### src/rtl/mhfp_pkg.sv
// Shared types and constants of the mail header field parser.
// Used by the interfaces, the step logic, the result queue and the top level.
package mhfp_pkg;

  localparam logic [7:0] CH_TAB   = 8'h09;
  localparam logic [7:0] CH_LF    = 8'h0a;
  localparam logic [7:0] CH_CR    = 8'h0d;
  localparam logic [7:0] CH_SP    = 8'h20;
  localparam logic [7:0] CH_DOT   = 8'h2e;
  localparam logic [7:0] CH_COLON = 8'h3a;
  localparam logic [7:0] CH_X     = 8'h58;
  localparam logic [7:0] CH_UC_A  = 8'h41;
  localparam logic [7:0] CH_UC_Z  = 8'h5a;
  localparam logic [7:0] CASE_OFS = 8'h20;

  localparam logic [7:0] FTEXT_LO   = 8'd33;
  localparam logic [7:0] FTEXT_GAP0 = 8'd57;
  localparam logic [7:0] FTEXT_GAP1 = 8'd59;
  localparam logic [7:0] FTEXT_HI   = 8'd126;

  localparam int QDEPTH = 4;
  localparam int QPTR_W = $clog2(QDEPTH);
  localparam int QCNT_W = QPTR_W + 1;

  typedef enum logic [2:0] {
    K_COPY       = 3'd0,
    K_NAME       = 3'd1,
    K_BODY       = 3'd2,
    K_FIELD_DONE = 3'd3,
    K_HDR_END    = 3'd4,
    K_ERROR      = 3'd5
  } kind_e;

  typedef enum logic [1:0] {
    E_NONE       = 2'd0,
    E_BAD_HEADER = 2'd1,
    E_8BIT       = 2'd2,
    E_DOT_LINE   = 2'd3
  } err_e;

  typedef enum logic [9:0] {
    ST_NAME_START  = 10'b00_0000_0001,
    ST_DOT_PENDING = 10'b00_0000_0010,
    ST_NAME        = 10'b00_0000_0100,
    ST_AFTER_NAME  = 10'b00_0000_1000,
    ST_DOTS        = 10'b00_0001_0000,
    ST_BODY_START  = 10'b00_0010_0000,
    ST_BODY        = 10'b00_0100_0000,
    ST_AFTER_CR    = 10'b00_1000_0000,
    ST_AFTER_NL    = 10'b01_0000_0000,
    ST_HALTED      = 10'b10_0000_0000
  } state_e;

  typedef struct packed {
    logic       new_message;
    logic [7:0] data_byte;
    logic       end_of_input;
  } in_word_t;

  typedef struct packed {
    kind_e      kind;
    logic [7:0] out_byte;
    logic [7:0] stored_byte;
    err_e       error_code;
  } res_t;

  typedef struct packed {
    kind_e      kind;
    logic [7:0] out_byte;
    logic [7:0] stored_byte;
    err_e       error_code;
    logic       last;
  } out_word_t;

  typedef struct packed {
    logic [1:0] n;
    res_t       r0;
    res_t       r1;
    state_e     st;
  } step_t;

endpackage

### src/rtl/mhfp_if.sv
// Handshake channels of the mail header field parser: input, result and config.
// Depends on mhfp_pkg for the result codes.
interface mhfp_in_if;
  logic       valid;
  logic       ready;
  logic       new_message;
  logic [7:0] data_byte;
  logic       end_of_input;
  modport source (output valid, new_message, data_byte, end_of_input, input ready);
  modport sink   (input valid, new_message, data_byte, end_of_input, output ready);
endinterface

interface mhfp_out_if;
  logic                valid;
  logic                ready;
  mhfp_pkg::kind_e     kind;
  logic [7:0]          out_byte;
  logic [7:0]          stored_byte;
  mhfp_pkg::err_e      error_code;
  logic                last;
  modport source (output valid, kind, out_byte, stored_byte, error_code, last, input ready);
  modport sink   (input valid, kind, out_byte, stored_byte, error_code, last, output ready);
endinterface

interface mhfp_cfg_if;
  logic valid;
  logic ready;
  logic reject_8bit;
  modport source (output valid, reject_8bit, input ready);
  modport sink   (input valid, reject_8bit, output ready);
endinterface

### src/rtl/mhfp_step.sv
// Per-byte parse logic: next state and up to two results for one input word.
// Depends on mhfp_pkg.
module mhfp_step (
  input  mhfp_pkg::state_e   state_i,
  input  mhfp_pkg::in_word_t word_i,
  input  logic               reject_8bit_i,
  output mhfp_pkg::step_t    step_o
);

  function automatic mhfp_pkg::res_t mk(mhfp_pkg::kind_e k, logic [7:0] ob, logic [7:0] sb,
                                         mhfp_pkg::err_e e);
    mhfp_pkg::res_t r;
    r.kind        = k;
    r.out_byte    = ob;
    r.stored_byte = sb;
    r.error_code  = e;
    return r;
  endfunction

  function automatic logic is_ftext(logic [7:0] c);
    return ((c >= mhfp_pkg::FTEXT_LO) && (c <= mhfp_pkg::FTEXT_GAP0)) ||
           ((c >= mhfp_pkg::FTEXT_GAP1) && (c <= mhfp_pkg::FTEXT_HI));
  endfunction

  function automatic logic is_ws(logic [7:0] c);
    return (c == mhfp_pkg::CH_SP) || (c == mhfp_pkg::CH_TAB);
  endfunction

  function automatic logic is_eol(logic [7:0] c);
    return (c == mhfp_pkg::CH_CR) || (c == mhfp_pkg::CH_LF);
  endfunction

  function automatic logic [7:0] to_lower(logic [7:0] c);
    return ((c >= mhfp_pkg::CH_UC_A) && (c <= mhfp_pkg::CH_UC_Z)) ? c + mhfp_pkg::CASE_OFS : c;
  endfunction

  function automatic mhfp_pkg::step_t open_name(logic [7:0] c);
    mhfp_pkg::step_t t;
    t = '0;
    priority if (c == mhfp_pkg::CH_DOT) begin
      t.st = mhfp_pkg::ST_DOT_PENDING;
    end else if (is_eol(c)) begin
      t.n  = 2'd1;
      t.r0 = mk(mhfp_pkg::K_HDR_END, 8'h00, 8'h00, mhfp_pkg::E_NONE);
      t.st = mhfp_pkg::ST_HALTED;
    end else if (!is_ftext(c)) begin
      t.n  = 2'd1;
      t.r0 = mk(mhfp_pkg::K_ERROR, 8'h00, 8'h00, mhfp_pkg::E_BAD_HEADER);
      t.st = mhfp_pkg::ST_HALTED;
    end else begin
      t.n  = 2'd1;
      t.r0 = mk(mhfp_pkg::K_NAME, c, to_lower(c), mhfp_pkg::E_NONE);
      t.st = mhfp_pkg::ST_NAME;
    end
    return t;
  endfunction

  function automatic mhfp_pkg::step_t name_char(logic [7:0] c);
    mhfp_pkg::step_t t;
    t    = '0;
    t.n  = 2'd1;
    priority if (is_ws(c)) begin
      t.r0 = mk(mhfp_pkg::K_COPY, c, 8'h00, mhfp_pkg::E_NONE);
      t.st = mhfp_pkg::ST_AFTER_NAME;
    end else if (c == mhfp_pkg::CH_COLON) begin
      t.r0 = mk(mhfp_pkg::K_COPY, c, 8'h00, mhfp_pkg::E_NONE);
      t.st = mhfp_pkg::ST_BODY_START;
    end else if (!is_ftext(c)) begin
      t.r0 = mk(mhfp_pkg::K_ERROR, 8'h00, 8'h00, mhfp_pkg::E_BAD_HEADER);
      t.st = mhfp_pkg::ST_HALTED;
    end else begin
      t.r0 = mk(mhfp_pkg::K_NAME, c, to_lower(c), mhfp_pkg::E_NONE);
      t.st = mhfp_pkg::ST_NAME;
    end
    return t;
  endfunction

  function automatic mhfp_pkg::step_t body(logic [7:0] c, logic rej);
    mhfp_pkg::step_t t;
    t    = '0;
    t.n  = 2'd1;
    priority if (is_eol(c)) begin
      t.n  = 2'd2;
      t.r0 = mk(mhfp_pkg::K_COPY, mhfp_pkg::CH_CR, 8'h00, mhfp_pkg::E_NONE);
      t.r1 = mk(mhfp_pkg::K_COPY, mhfp_pkg::CH_LF, 8'h00, mhfp_pkg::E_NONE);
      t.st = (c == mhfp_pkg::CH_CR) ? mhfp_pkg::ST_AFTER_CR : mhfp_pkg::ST_AFTER_NL;
    end else if (c[7] && rej) begin
      t.r0 = mk(mhfp_pkg::K_ERROR, 8'h00, 8'h00, mhfp_pkg::E_8BIT);
      t.st = mhfp_pkg::ST_HALTED;
    end else if (c[7]) begin
      t.r0 = mk(mhfp_pkg::K_BODY, mhfp_pkg::CH_X, mhfp_pkg::CH_X, mhfp_pkg::E_NONE);
      t.st = mhfp_pkg::ST_BODY;
    end else begin
      t.r0 = mk(mhfp_pkg::K_BODY, c, c, mhfp_pkg::E_NONE);
      t.st = mhfp_pkg::ST_BODY;
    end
    return t;
  endfunction

  function automatic mhfp_pkg::step_t line_start(logic [7:0] c);
    mhfp_pkg::step_t t;
    mhfp_pkg::step_t s;
    t = '0;
    s = open_name(c);
    if (is_ws(c)) begin
      t.n  = 2'd1;
      t.r0 = mk(mhfp_pkg::K_COPY, c, 8'h00, mhfp_pkg::E_NONE);
      t.st = mhfp_pkg::ST_BODY;
    end else begin
      t.n  = 2'd1 + s.n;
      t.r0 = mk(mhfp_pkg::K_FIELD_DONE, 8'h00, 8'h00, mhfp_pkg::E_NONE);
      t.r1 = s.r0;
      t.st = s.st;
    end
    return t;
  endfunction

  mhfp_pkg::state_e eff_state;
  logic [7:0]       c;
  mhfp_pkg::step_t  nc;

  assign eff_state = word_i.new_message ? mhfp_pkg::ST_NAME_START : state_i;
  assign c         = word_i.data_byte;

  always_comb begin
    step_o = '0;
    nc     = name_char(c);
    if (word_i.end_of_input) begin
      step_o.st = mhfp_pkg::ST_HALTED;
      unique case (eff_state)
        mhfp_pkg::ST_HALTED: begin
          step_o.n = 2'd0;
        end
        mhfp_pkg::ST_DOT_PENDING: begin
          step_o.n  = 2'd2;
          step_o.r0 = mk(mhfp_pkg::K_NAME, mhfp_pkg::CH_DOT, mhfp_pkg::CH_DOT,
                         mhfp_pkg::E_NONE);
          step_o.r1 = mk(mhfp_pkg::K_HDR_END, 8'h00, 8'h00, mhfp_pkg::E_NONE);
        end
        mhfp_pkg::ST_DOTS: begin
          step_o.n  = 2'd1;
          step_o.r0 = mk(mhfp_pkg::K_ERROR, 8'h00, 8'h00, mhfp_pkg::E_BAD_HEADER);
        end
        mhfp_pkg::ST_AFTER_CR, mhfp_pkg::ST_AFTER_NL: begin
          step_o.n  = 2'd2;
          step_o.r0 = mk(mhfp_pkg::K_FIELD_DONE, 8'h00, 8'h00, mhfp_pkg::E_NONE);
          step_o.r1 = mk(mhfp_pkg::K_HDR_END, 8'h00, 8'h00, mhfp_pkg::E_NONE);
        end
        default: begin
          step_o.n  = 2'd1;
          step_o.r0 = mk(mhfp_pkg::K_HDR_END, 8'h00, 8'h00, mhfp_pkg::E_NONE);
        end
      endcase
    end else begin
      unique case (eff_state)
        mhfp_pkg::ST_NAME_START: step_o = open_name(c);
        mhfp_pkg::ST_DOT_PENDING: begin
          if (is_eol(c)) begin
            step_o.n  = 2'd1;
            step_o.r0 = mk(mhfp_pkg::K_ERROR, 8'h00, 8'h00, mhfp_pkg::E_DOT_LINE);
            step_o.st = mhfp_pkg::ST_HALTED;
          end else begin
            step_o.n  = 2'd2;
            step_o.r0 = mk(mhfp_pkg::K_NAME, mhfp_pkg::CH_DOT, mhfp_pkg::CH_DOT,
                           mhfp_pkg::E_NONE);
            step_o.r1 = nc.r0;
            step_o.st = nc.st;
          end
        end
        mhfp_pkg::ST_NAME: step_o = nc;
        mhfp_pkg::ST_AFTER_NAME: begin
          step_o.n  = 2'd1;
          step_o.r0 = mk(mhfp_pkg::K_COPY, c, 8'h00, mhfp_pkg::E_NONE);
          priority if (c == mhfp_pkg::CH_COLON) begin
            step_o.st = mhfp_pkg::ST_BODY_START;
          end else if (is_ws(c)) begin
            step_o.st = mhfp_pkg::ST_AFTER_NAME;
          end else if (c == mhfp_pkg::CH_DOT) begin
            step_o.st = mhfp_pkg::ST_DOTS;
          end else begin
            step_o.r0 = mk(mhfp_pkg::K_ERROR, 8'h00, 8'h00, mhfp_pkg::E_BAD_HEADER);
            step_o.st = mhfp_pkg::ST_HALTED;
          end
        end
        mhfp_pkg::ST_DOTS: begin
          step_o.n = 2'd1;
          if (c == mhfp_pkg::CH_DOT) begin
            step_o.r0 = mk(mhfp_pkg::K_COPY, c, 8'h00, mhfp_pkg::E_NONE);
            step_o.st = mhfp_pkg::ST_DOTS;
          end else begin
            step_o.r0 = mk(mhfp_pkg::K_ERROR, 8'h00, 8'h00, mhfp_pkg::E_BAD_HEADER);
            step_o.st = mhfp_pkg::ST_HALTED;
          end
        end
        mhfp_pkg::ST_BODY_START: begin
          if (is_ws(c)) begin
            step_o.n  = 2'd1;
            step_o.r0 = mk(mhfp_pkg::K_COPY, c, 8'h00, mhfp_pkg::E_NONE);
            step_o.st = mhfp_pkg::ST_BODY_START;
          end else begin
            step_o = body(c, reject_8bit_i);
          end
        end
        mhfp_pkg::ST_BODY: step_o = body(c, reject_8bit_i);
        mhfp_pkg::ST_AFTER_CR: begin
          if (c == mhfp_pkg::CH_LF) begin
            step_o.st = mhfp_pkg::ST_AFTER_NL;
          end else begin
            step_o = line_start(c);
          end
        end
        mhfp_pkg::ST_AFTER_NL: step_o = line_start(c);
        mhfp_pkg::ST_HALTED: step_o.st = mhfp_pkg::ST_HALTED;
        default: step_o.st = mhfp_pkg::ST_HALTED;
      endcase
    end
  end

endmodule

### src/rtl/mhfp_res_fifo.sv
// Result queue: takes up to two result words a cycle, hands out one.
// Depends on mhfp_pkg for the word type and depth.
module mhfp_res_fifo (
  input  logic                clk_i,
  input  logic                rst_ni,
  input  logic [1:0]          push_n_i,
  input  mhfp_pkg::out_word_t push0_i,
  input  mhfp_pkg::out_word_t push1_i,
  output logic                room_o,
  output logic                valid_o,
  input  logic                pop_i,
  output mhfp_pkg::out_word_t word_o
);

  mhfp_pkg::out_word_t               mem_q [mhfp_pkg::QDEPTH];
  logic [mhfp_pkg::QPTR_W-1:0]       wr_ptr_q, wr_ptr_d, rd_ptr_q, rd_ptr_d, wr_ptr_nx;
  logic [mhfp_pkg::QCNT_W-1:0]       cnt_q, cnt_d;
  logic                              pop;

  assign valid_o   = (cnt_q != '0);
  assign pop       = pop_i & valid_o;
  assign word_o    = mem_q[rd_ptr_q];
  assign room_o    = (cnt_q <= mhfp_pkg::QCNT_W'(mhfp_pkg::QDEPTH - 2));
  assign wr_ptr_nx = wr_ptr_q + mhfp_pkg::QPTR_W'(1);

  always_comb begin
    wr_ptr_d = wr_ptr_q + mhfp_pkg::QPTR_W'(push_n_i);
    rd_ptr_d = rd_ptr_q + mhfp_pkg::QPTR_W'(pop);
    cnt_d    = cnt_q + mhfp_pkg::QCNT_W'(push_n_i) - mhfp_pkg::QCNT_W'(pop);
  end

  always_ff @(posedge clk_i or negedge rst_ni) begin
    if (!rst_ni) begin
      wr_ptr_q <= '0;
      rd_ptr_q <= '0;
      cnt_q    <= '0;
    end else begin
      wr_ptr_q <= wr_ptr_d;
      rd_ptr_q <= rd_ptr_d;
      cnt_q    <= cnt_d;
    end
  end

  always_ff @(posedge clk_i) begin
    if (push_n_i != 2'd0) begin
      mem_q[wr_ptr_q] <= push0_i;
    end
    if (push_n_i == 2'd2) begin
      mem_q[wr_ptr_nx] <= push1_i;
    end
  end

endmodule

### src/rtl/mail_header_field_parser_unit.sv
// Top level of the mail header field parser: state register, config register,
// per-byte step logic and result queue. Depends on mhfp_pkg, mhfp_if, mhfp_step, mhfp_res_fifo.
//
//   channel  dir  word                                          taken when
//   in_i     in   new_message, data_byte, end_of_input          valid & ready
//   out_o    out  kind, out_byte, stored_byte, error_code, last valid & ready
//   cfg_i    in   reject_8bit                                   valid & ready (ready always 1)
//
// One input byte per cycle while in_i.ready is high; its results enter a four-word queue
// at the accepting edge and show on out_o in order once the words ahead are taken.
// A byte with two results puts two words on out_o, with last set only on the second.
// in_i.ready drops while fewer than two queue slots are free.
// Reset: parser at name start, reject_8bit at 0, queue empty.
module mail_header_field_parser_unit (
  input  logic        clk_i,
  input  logic        rst_ni,
  mhfp_in_if.sink     in_i,
  mhfp_out_if.source  out_o,
  mhfp_cfg_if.sink    cfg_i
);

  mhfp_pkg::state_e    state_q, state_d;
  logic                reject_8bit_q, reject_8bit_d;
  mhfp_pkg::in_word_t  word;
  mhfp_pkg::step_t     step;
  mhfp_pkg::out_word_t push0, push1, head;
  logic [1:0]          push_n;
  logic                room, in_acc, q_valid;

  assign word.new_message  = in_i.new_message;
  assign word.data_byte    = in_i.data_byte;
  assign word.end_of_input = in_i.end_of_input;

  assign in_i.ready  = room;
  assign in_acc      = in_i.valid & room;
  assign cfg_i.ready = 1'b1;

  mhfp_step u_step (
    .state_i       (state_q),
    .word_i        (word),
    .reject_8bit_i (reject_8bit_q),
    .step_o        (step)
  );

  always_comb begin
    state_d       = in_acc ? step.st : state_q;
    reject_8bit_d = cfg_i.valid ? cfg_i.reject_8bit : reject_8bit_q;
    push_n        = in_acc ? step.n : 2'd0;
    push0         = {step.r0, (step.n == 2'd1)};
    push1         = {step.r1, 1'b1};
  end

  always_ff @(posedge clk_i or negedge rst_ni) begin
    if (!rst_ni) begin
      state_q       <= mhfp_pkg::ST_NAME_START;
      reject_8bit_q <= 1'b0;
    end else begin
      state_q       <= state_d;
      reject_8bit_q <= reject_8bit_d;
    end
  end

  mhfp_res_fifo u_res_fifo (
    .clk_i    (clk_i),
    .rst_ni   (rst_ni),
    .push_n_i (push_n),
    .push0_i  (push0),
    .push1_i  (push1),
    .room_o   (room),
    .valid_o  (q_valid),
    .pop_i    (out_o.ready),
    .word_o   (head)
  );

  assign out_o.valid       = q_valid;
  assign out_o.kind        = head.kind;
  assign out_o.out_byte    = head.out_byte;
  assign out_o.stored_byte = head.stored_byte;
  assign out_o.error_code  = head.error_code;
  assign out_o.last        = head.last;

endmodule

### src/flat_wrapper.sv
// flat-port wrapper written by rule: the top's interface ports become plain ports
module mail_header_field_parser_unit_flat 
  (clk_i, rst_ni, in_i_valid, in_i_new_message, in_i_data_byte, in_i_end_of_input, in_i_ready, out_o_valid, out_o_kind, out_o_out_byte, out_o_stored_byte, out_o_error_code, out_o_last, out_o_ready, cfg_i_valid, cfg_i_reject_8bit, cfg_i_ready);
  mhfp_in_if in_i_i ();
  mhfp_out_if out_o_i ();
  mhfp_cfg_if cfg_i_i ();
  input  logic clk_i;
  input  logic rst_ni;
  input wire logic [$bits(in_i_i.valid)-1:0] in_i_valid;
  input wire logic [$bits(in_i_i.new_message)-1:0] in_i_new_message;
  input wire logic [$bits(in_i_i.data_byte)-1:0] in_i_data_byte;
  input wire logic [$bits(in_i_i.end_of_input)-1:0] in_i_end_of_input;
  output wire logic [$bits(in_i_i.ready)-1:0] in_i_ready;
  output wire logic [$bits(out_o_i.valid)-1:0] out_o_valid;
  output wire logic [$bits(out_o_i.kind)-1:0] out_o_kind;
  output wire logic [$bits(out_o_i.out_byte)-1:0] out_o_out_byte;
  output wire logic [$bits(out_o_i.stored_byte)-1:0] out_o_stored_byte;
  output wire logic [$bits(out_o_i.error_code)-1:0] out_o_error_code;
  output wire logic [$bits(out_o_i.last)-1:0] out_o_last;
  input wire logic [$bits(out_o_i.ready)-1:0] out_o_ready;
  input wire logic [$bits(cfg_i_i.valid)-1:0] cfg_i_valid;
  input wire logic [$bits(cfg_i_i.reject_8bit)-1:0] cfg_i_reject_8bit;
  output wire logic [$bits(cfg_i_i.ready)-1:0] cfg_i_ready;
  assign in_i_i.valid = in_i_valid;
  assign in_i_i.new_message = in_i_new_message;
  assign in_i_i.data_byte = in_i_data_byte;
  assign in_i_i.end_of_input = in_i_end_of_input;
  assign in_i_ready = in_i_i.ready;
  assign out_o_valid = out_o_i.valid;
  assign out_o_kind = out_o_i.kind;
  assign out_o_out_byte = out_o_i.out_byte;
  assign out_o_stored_byte = out_o_i.stored_byte;
  assign out_o_error_code = out_o_i.error_code;
  assign out_o_last = out_o_i.last;
  assign out_o_i.ready = out_o_ready;
  assign cfg_i_i.valid = cfg_i_valid;
  assign cfg_i_i.reject_8bit = cfg_i_reject_8bit;
  assign cfg_i_ready = cfg_i_i.ready;
  mail_header_field_parser_unit u_core (.clk_i(clk_i), .rst_ni(rst_ni), .in_i(in_i_i), .out_o(out_o_i), .cfg_i(cfg_i_i));
endmodule
### config.mk
export PLATFORM = sky130hd
export DESIGN_NAME = mail_header_field_parser_unit_flat
export DESIGN_NICKNAME = d
export VERILOG_FILES = /design/src/rtl/mhfp_pkg.sv /design/src/rtl/mhfp_if.sv /design/src/rtl/mhfp_step.sv /design/src/rtl/mhfp_res_fifo.sv /design/src/rtl/mail_header_field_parser_unit.sv /design/src/flat_wrapper.sv
export SDC_FILE = /design/constraint.sdc
export NUM_CORES = 1
export LEC_CHECK = 0
export BUFFER_PORTS_ARGS = -buffer_cell sky130_fd_sc_hd__buf_2
export CORE_MARGIN = 2
export CORE_UTILIZATION = 48
export CTS_CLUSTER_DIAMETER = 150
export DETAILED_ROUTE_END_ITERATION = 7
export GPL_ROUTABILITY_DRIVEN = 1
export HOLD_SLACK_MARGIN = 0.15
export PLACE_DENSITY = 0.68
export REMOVE_ABC_BUFFERS = 1
export SLEW_MARGIN = 20
export SYNTH_ARGS = -nofsm -noshare
export SYNTH_HDL_FRONTEND = slang
export SYNTH_SLANG_ARGS = --single-unit
### constraint.sdc
create_clock -name clk_i -period 3.1 [get_ports clk_i]
set_input_delay 0.155 -clock clk_i [delete_from_list [all_inputs] [get_ports clk_i]]
set_output_delay 0.155 -clock clk_i [all_outputs]
set_load 0.01 [all_outputs]
After elaboration in Yosys (flattened, before gate mapping)
Memories as Yosys holds them, arrays and structs flattened.
Index checks and enable logic that the tools add are counted.
Operators by class
  eq/ne operators: 18
  mux-type cells: 57
  reductions and logical operators: 11
  $add $sub $neg: 8
  order comparisons: 7
  bitwise operators: 2
Operator list (number)
  $mux W21: 13
  $mux W23: 11
  $pmux W23 S9: 1
  $mux W10: 15
  $pmux W21 S5: 1
  $pmux W10 S9: 1
  $pmux W21 S4: 1
  $mux W54: 1
  $mux W44: 1
  $mux W14: 2
  $eq A8 B4 Y1 const B: 3
  $eq A8 B6 Y1 const B: 3
  $mux W17: 1
  $ge A8 B6 Y1 const B: 2
  $le A8 B7 Y1 const B: 2
  $eq A10 B1 Y1 const B: 1
  $eq A10 B10 Y1 const B: 1
  $eq A10 B2 Y1 const B: 1
  $eq A10 B3 Y1 const B: 1
  $eq A10 B4 Y1 const B: 1
  $eq A10 B5 Y1 const B: 1
  $eq A10 B6 Y1 const B: 1
  $eq A10 B7 Y1 const B: 1
  $eq A10 B8 Y1 const B: 1
  25 further kinds: 36
Storage, ports and cells
  memories kept: 1
  input bits: 16
  memory bits (writable): 88
  bits in registers: 18
Memory list
  u_core.u_res_fifo.mem_q: depth 4, width 22, rd ports 1, clocked after Yosys merged registers in 0, write ports 2, line mhfp_res_fifo.sv:15  | mhfp_pkg::out_word_t mem_q [mhfp_pkg::QDEPTH];

Longest topological paths before layout
  word-level depth: 18
  gate-level depth with buffers: 17
  mapped depth without buffers: 14

Modules after synthesis
From an unflattened synthesis, not the netlist that was laid out.
Unflattened totals
  cell total of the unflattened synthesis: 583
  area total of the unflattened synthesis: 6989.2 um^2
By module, submodules not included
  mhfp_res_fifo: area an instance 4700.8 um^2, cells each 253, instances 1, seq. area each 2817.7 um^2
  mhfp_step: area an instance 1844.3 um^2, cells each 302, instances 1, seq. area each 0.0 um^2
  mail_header_field_parser_unit: area an instance 444.2 um^2, cells each 28, instances 1, seq. area each 276.5 um^2

Worst setup path before layout
OpenSTA, ideal clock, no wires.
  path type: reg2reg
  start: register u_core.state_q[4]
  end: register u_core.u_res_fifo.cnt_q[2] (netlist bit)
  path slack: -0.218 ns
  required time: 2.977 ns
  setup time: 0.123 ns
  stages on the path, launching flop included: 17
  arrival time: 3.196 ns
  clock period less this slack: 3.318 ns
  path through: dfrtp_1 nor4_2 o2111ai_1 nand3_1 buf_2 nor4_1 nor2_1 buf_2 a21oi_1 nand2b_1 ha_1 inv_1 ha_1 inv_1 fa_1 xor2_1 xnor2_1
Between the ends
  cells in the longest elaborated chain, start to end: 8
  elaborated cells on any way between the ends: 18
  those cells by class: add/sub: 2; eq/ne: 10; mux: 5; reduce/logical: 1
Ends and longest elaborated chain
  start, declared: line mail_header_field_parser_unit.sv:22  | mhfp_pkg::state_e state_q, state_d;
  start signal, assigned: line mail_header_field_parser_unit.sv:55  | state_q <= mhfp_pkg::ST_NAME_START;
  start signal, assigned: line mail_header_field_parser_unit.sv:58  | state_q <= state_d;
  $mux W10 (*): line mhfp_step.sv:122  | assign eff_state = word_i.new_message ? mhfp_pkg::ST_NAME_START : state_i;
  $eq A10 B9 Y1 (tied with other cells): line mhfp_step.sv:130, mhfp_step.sv:155
  $reduce_or A3 Y1 (no source line)
  $pmux W2 S2: line mhfp_step.sv:130  | unique case (eff_state)
  $mux W54 (*): line mhfp_step.sv:128  | if (word_i.end_of_input) begin
  $mux W2 (*): line mail_header_field_parser_unit.sv:48  | push_n = in_acc ? step.n : 2'd0;
  $add A3 B2 Y3 (*): line mhfp_res_fifo.sv:29  | cnt_d = cnt_q + mhfp_pkg::QCNT_W'(push_n_i) - mhfp_pkg::QCNT_W'(pop);
  $sub A3 B1 Y3 (*): line mhfp_res_fifo.sv:29
  net u_core.u_res_fifo.cnt_d (one bit): line mhfp_res_fifo.sv:17  | logic [mhfp_pkg::QCNT_W-1:0] cnt_q, cnt_d;
  end signal, assigned: line mhfp_res_fifo.sv:40  | cnt_q <= cnt_d;
  end, declared: line mhfp_res_fifo.sv:17
The timed path passes the listed nets; every way through them passes the cells marked *.
A chain may end at the register's enable or synchronous reset.

Worst setup path after layout
  start: register u_core.state_q[8]
  end: register u_core.u_res_fifo.cnt_q[2] (netlist bit)
Same word-level chain as after synthesis.

==> results.md <==
| Parameter | This run | Unit |
|:---|:---|:---|
| Failing checks | setup timing | - |
| Residual antenna-violating net count after detailed routing | 0 | - |
| Maximum number of pins on one net before global-route repair | 24 | - |
| Internal power component | 3.19 | mW |
| Final slew viol count | 0 | - |
| Count of boundary I/O pins | 41 | - |
| Final worst path period need | 3110 | ps |
| Areal power density over the cells | 581 | mW/mm² |
| Ys Warns | 0 | - |
| Leak pwr | 3.03 | nW |
| Top cell family by delay on the critical path | adder cells | - |
| TritonCTS clock tree | yes | - |
| Vias/cell | 6.50 | - |
| Number of unique standard cell types used by synthesis | 78 | - |
| GR Util All Layers | 28.8 | % |
| Seq/Total Area, Yosys | 46.0 | % |
| Switch share | 33.2 | % |
| Detailed Route Iter0 Violations | 651 | - |
| Fin area | 0.00820 | mm² |
| Detailed-route via count | 5,935 | - |
| Post-synthesis cell count | 614 | - |
| Main flop type after synthesis | edfxtp_1 | - |
| Crit path kind | reg -> reg | - |
| Port Buffer Count | 39 | - |
| Number of setup violations in the final report | 1 | - |
| Depth of the CTS H-tree | 3 | - |
| Skew-Pair Late Insertion Delay | 360 | ps |
| Detailed placer's ending HPWL | 14,400 | µm |
| R2R Path Start | u_core.state_q[8] | - |
| Clock network fraction of design power | 25.1 | % |
| # nets final | 755 | - |
| Overall overflow remaining after global route | 0 | - |
| Buffering stage count on the worst path with inverters included | 3 | - |
| Reg2Reg Capture Point | u_core.u_res_fifo.cnt_q[2] | - |
| Overall routed net length | 20,500 | µm |
| Cell row count | 42 | - |
| Via count of the first global-routing pass | 5,770 | - |
| Final cell count without fillers | 913 | - |
| Worst slew margin relative to its limit | 50.8 | % |
| Sort of element at the end of the critical path | flop | - |
| Clock tree sinks | 106 | - |
| Arrival time at the worst endpoint | 3350 | ps |
| FILL cells | 1,082 | - |
| Gate power share | 36.2 | % |
| Post-route DRC violation count | 0 | - |
| Most frequent cells in the layout | buf_4 (98), edfxtp_1 (76), o22ai_1 (72) | - |
| Cell Chain, Critical Path | nor4_4, buf_4, o21ai_1, a21oi_2, a2111oi_4, nand2_2, a21oi_2, nand2b_4, ha_4, inv_2, ha_4, inv_2, fa_2, xor2_2, xnor2_1 | - |
| Count of max-cap constraint violations | 0 | - |
| Slowest stage delay, CP | 470 | ps |
| Number of synthesized flops with an enable pin | 76 | - |
| Initial Util | 49.1 | % |
| Placeable core area | 0.0132 | mm² |
| Max Root-Sink Buffers | 2 | - |
| Gp weighted congestion | 1.00 | - |
| Worst-case reg-to-reg path depth | 15 | - |
| Number of antenna violations at the first check in global routing | 0 | - |
| Critical Path End | u_core.u_res_fifo.cnt_q[2] | - |
| Avg WL per Cell | 22.4 | µm |
| Die span in y | 120 | µm |
| Cell at the root of the clock tree | clkbuf_16 | - |
| Placed Cells | 874 | - |
| Number of iterations in the first detailed-routing pass | 5 | - |
| Clock edge transition at the registers on the reported setup and hold paths | 70 | ps |
| Startpoint type of the worst setup path | flop | - |
| Flop-to-flop setup slack | -5 | ps |
| PnR worst setup slack | -5.07 | ps |
| Chip Width | 120 | µm |
| # diodes | 0 | - |
| Share of cells above drive strength 1 | 33.9 | % |
| Flip-flop and latch count after synthesis | 106 | - |
| Die ar. | 0.0144 | mm² |
| Total power | 4.77 | mW |
| Unrepaired setup endpoints after global routing | yes | - |
| Slowest stage cell, crit path | dfrtp_2 | - |
| Final worst path period share | 100 | % |
| Status | complete, but fails checks | - |
| Peak supply drop | 0.000315 | V |
| Slew at the pin with the worst max-slew slack | 720 | ps |
| Crit path launch | u_core.state_q[8] | - |
| Wire length of the first global-routing pass | 31,800 | µm |
| Switching power | 1.58 | mW |
| Leading cell type in the layout, fill and taps excluded | buf_4 | - |
| Area grow syn2layout | 26.8 | % |
| Worst setup skew after layout | 6.24 | ps |
| Async set or reset register ratio after synthesis | 17.0 | % |
| Area of the mapped netlist | 0.00647 | mm² |
| WP depth | 15 | - |
| Peak fanout along the critical path | 4 | - |
| Post-detailed-placement cell area | 0.00743 | mm² |
| Fin. Hold Viols | 0 | - |
| Post-synthesis area per instance | 10.5 | µm² |
| Worst hold slack | 252 | ps |
| Fmax | 0.322 | GHz |
| Number of buffers added by the clock tree synthesis step | 9 | - |
| Hold/Removal Path Class | in -> reg | - |
| Share of power burned in registers | 38.7 | % |
| Required time of the critical path | 3340 | ps |
-- how the worst min path moves through the flow --
stage | start | endpoint | slack (ps) | depth (start not counted)
final | in_i_data_byte[2] | u_core.state_q[8] | 250 | 4
after global routing | in_i_data_byte[2] | u_core.state_q[8] | 300 | 4
after CTS | out_o_ready | u_core.u_res_fifo.rd_ptr_q[0] | 220 | 3
after detailed placement | rst_ni | u_core.u_res_fifo.cnt_q[0] | 110 | 1
after global placement | rst_ni | u_core.u_res_fifo.cnt_q[0] | 110 | 1
after floorplan | rst_ni | u_core.reject_8bit_q | -140 | 0
-- sequential cells by signal (all words and copies together) (netlist names) --
name / count
u_core.u_res_fifo.mem_q: 88
u_core.state_q: 10
u_core.u_res_fifo.cnt_q: 3
u_core.u_res_fifo.rd_ptr_q: 2
u_core.u_res_fifo.wr_ptr_q: 2
u_core.reject_8bit_q: 1
-- power groups by stage --
stage	logic [mW]	clock network, mW	registers [mW]
final	1.73	1.20	1.85
after global routing	1.88	1.24	1.87
after CTS	1.64	1.20	1.84
after detailed placement	1.59	0	1.87
after global placement	1.57	0	1.85
after floorplan	0.880	0	1.93
-- cells by family after synthesis --
| group | Yosys count | synth area share [%] |
|---|---|---|
| buffers and inverters | 70 | 4.81 |
| xor gates and xnor gates | 6 | 0.812 |
| other | 2 | 0.116 |
| and+or+nand+nor | 172 | 13.9 |
| DFF | 106 | 46.0 |
| AOI/OAI and AO/OA | 220 | 23.9 |
| adders and majority gates | 7 | 1.47 |
| muxes | 31 | 9.07 |
-- cell usage after synthesis, drive strengths merged, types with 7 or more instances --
| library cell | count | area, µm² |
|---|---|---|
| buf | 31 | 165 |
| dfxtp | 12 | 240 |
| nand3 | 13 | 65.1 |
| nand2 | 54 | 205 |
| inv | 22 | 82.6 |
| dfrtp | 17 | 425 |
| o221ai | 9 | 110 |
| nor2 | 37 | 139 |
| a31oi | 8 | 50.1 |
| nor2b | 9 | 56.3 |
| a21oi | 28 | 144 |
| or3 | 7 | 43.8 |
| mux4 | 22 | 495 |
| o21a | 7 | 52.6 |
| mux2i | 8 | 80.1 |
| nor3 | 15 | 91.3 |
| o2111ai | 8 | 82.6 |
| clkbuf | 17 | 63.8 |
| o41ai | 7 | 76.3 |
| edfxtp | 76 | 2280 |
| o21ai | 38 | 190 |
| o22ai | 73 | 457 |
-- routing by layer --
metal / wire (µm) / part of all wire [%] / up-vias / global-route usage [%]
li1: - / - / 2674 / -
met1: 8430 / 41 / 2880 / 37.7
met2: 10200 / 50 / 337 / 48.8
met3: 1440 / 7.0 / 44 / 4.33
met4: 407 / 2.0 / 0 / 9.93
met5: 0 / 0 / - / 0
-- final cells by class --
| class | count | area, µm² | share of cell area (%) |
|---|---|---|---|
| clock inverter | 5 | 61.3 | 0.747 |
| multi-input combinational | 441 | 3460 | 42.2 |
| tap | 176 | 220 | 2.68 |
| clock buffer | 11 | 243 | 2.96 |
| sequential | 106 | 2980 | 36.3 |
| inverter | 22 | 82.6 | 1.01 |
| timing repair buffer | 152 | 1160 | 14.1 |
-- worst min-delay path: cells and delay by family --
kind            cells  cell delay (ps)
buf+inv             2              210
simple gates        1              130
compound gates      1               70
-- repair_timing --
action                     CTS  global route
hold buffers                 3             0
pin swaps                    7            23
setup endpoints to repair   17            38
hold endpoints to repair    19             0
gates resized for setup     13            44
buffers inserted             9            13
-- metrics by stage --
step	utilization, %	setup slack (ps)	TNS (ps)
after detailed placement	56.3	-122	-122
final	62.2	-5.07	-5.07
after global placement	56.3	-75.9	-75.9
after floorplan	-	-424	-24720
after CTS	59.9	-5.26	-5.26
after global routing	62.2	-168	-236
Note: power is estimated with default switching activity, not from simulation.
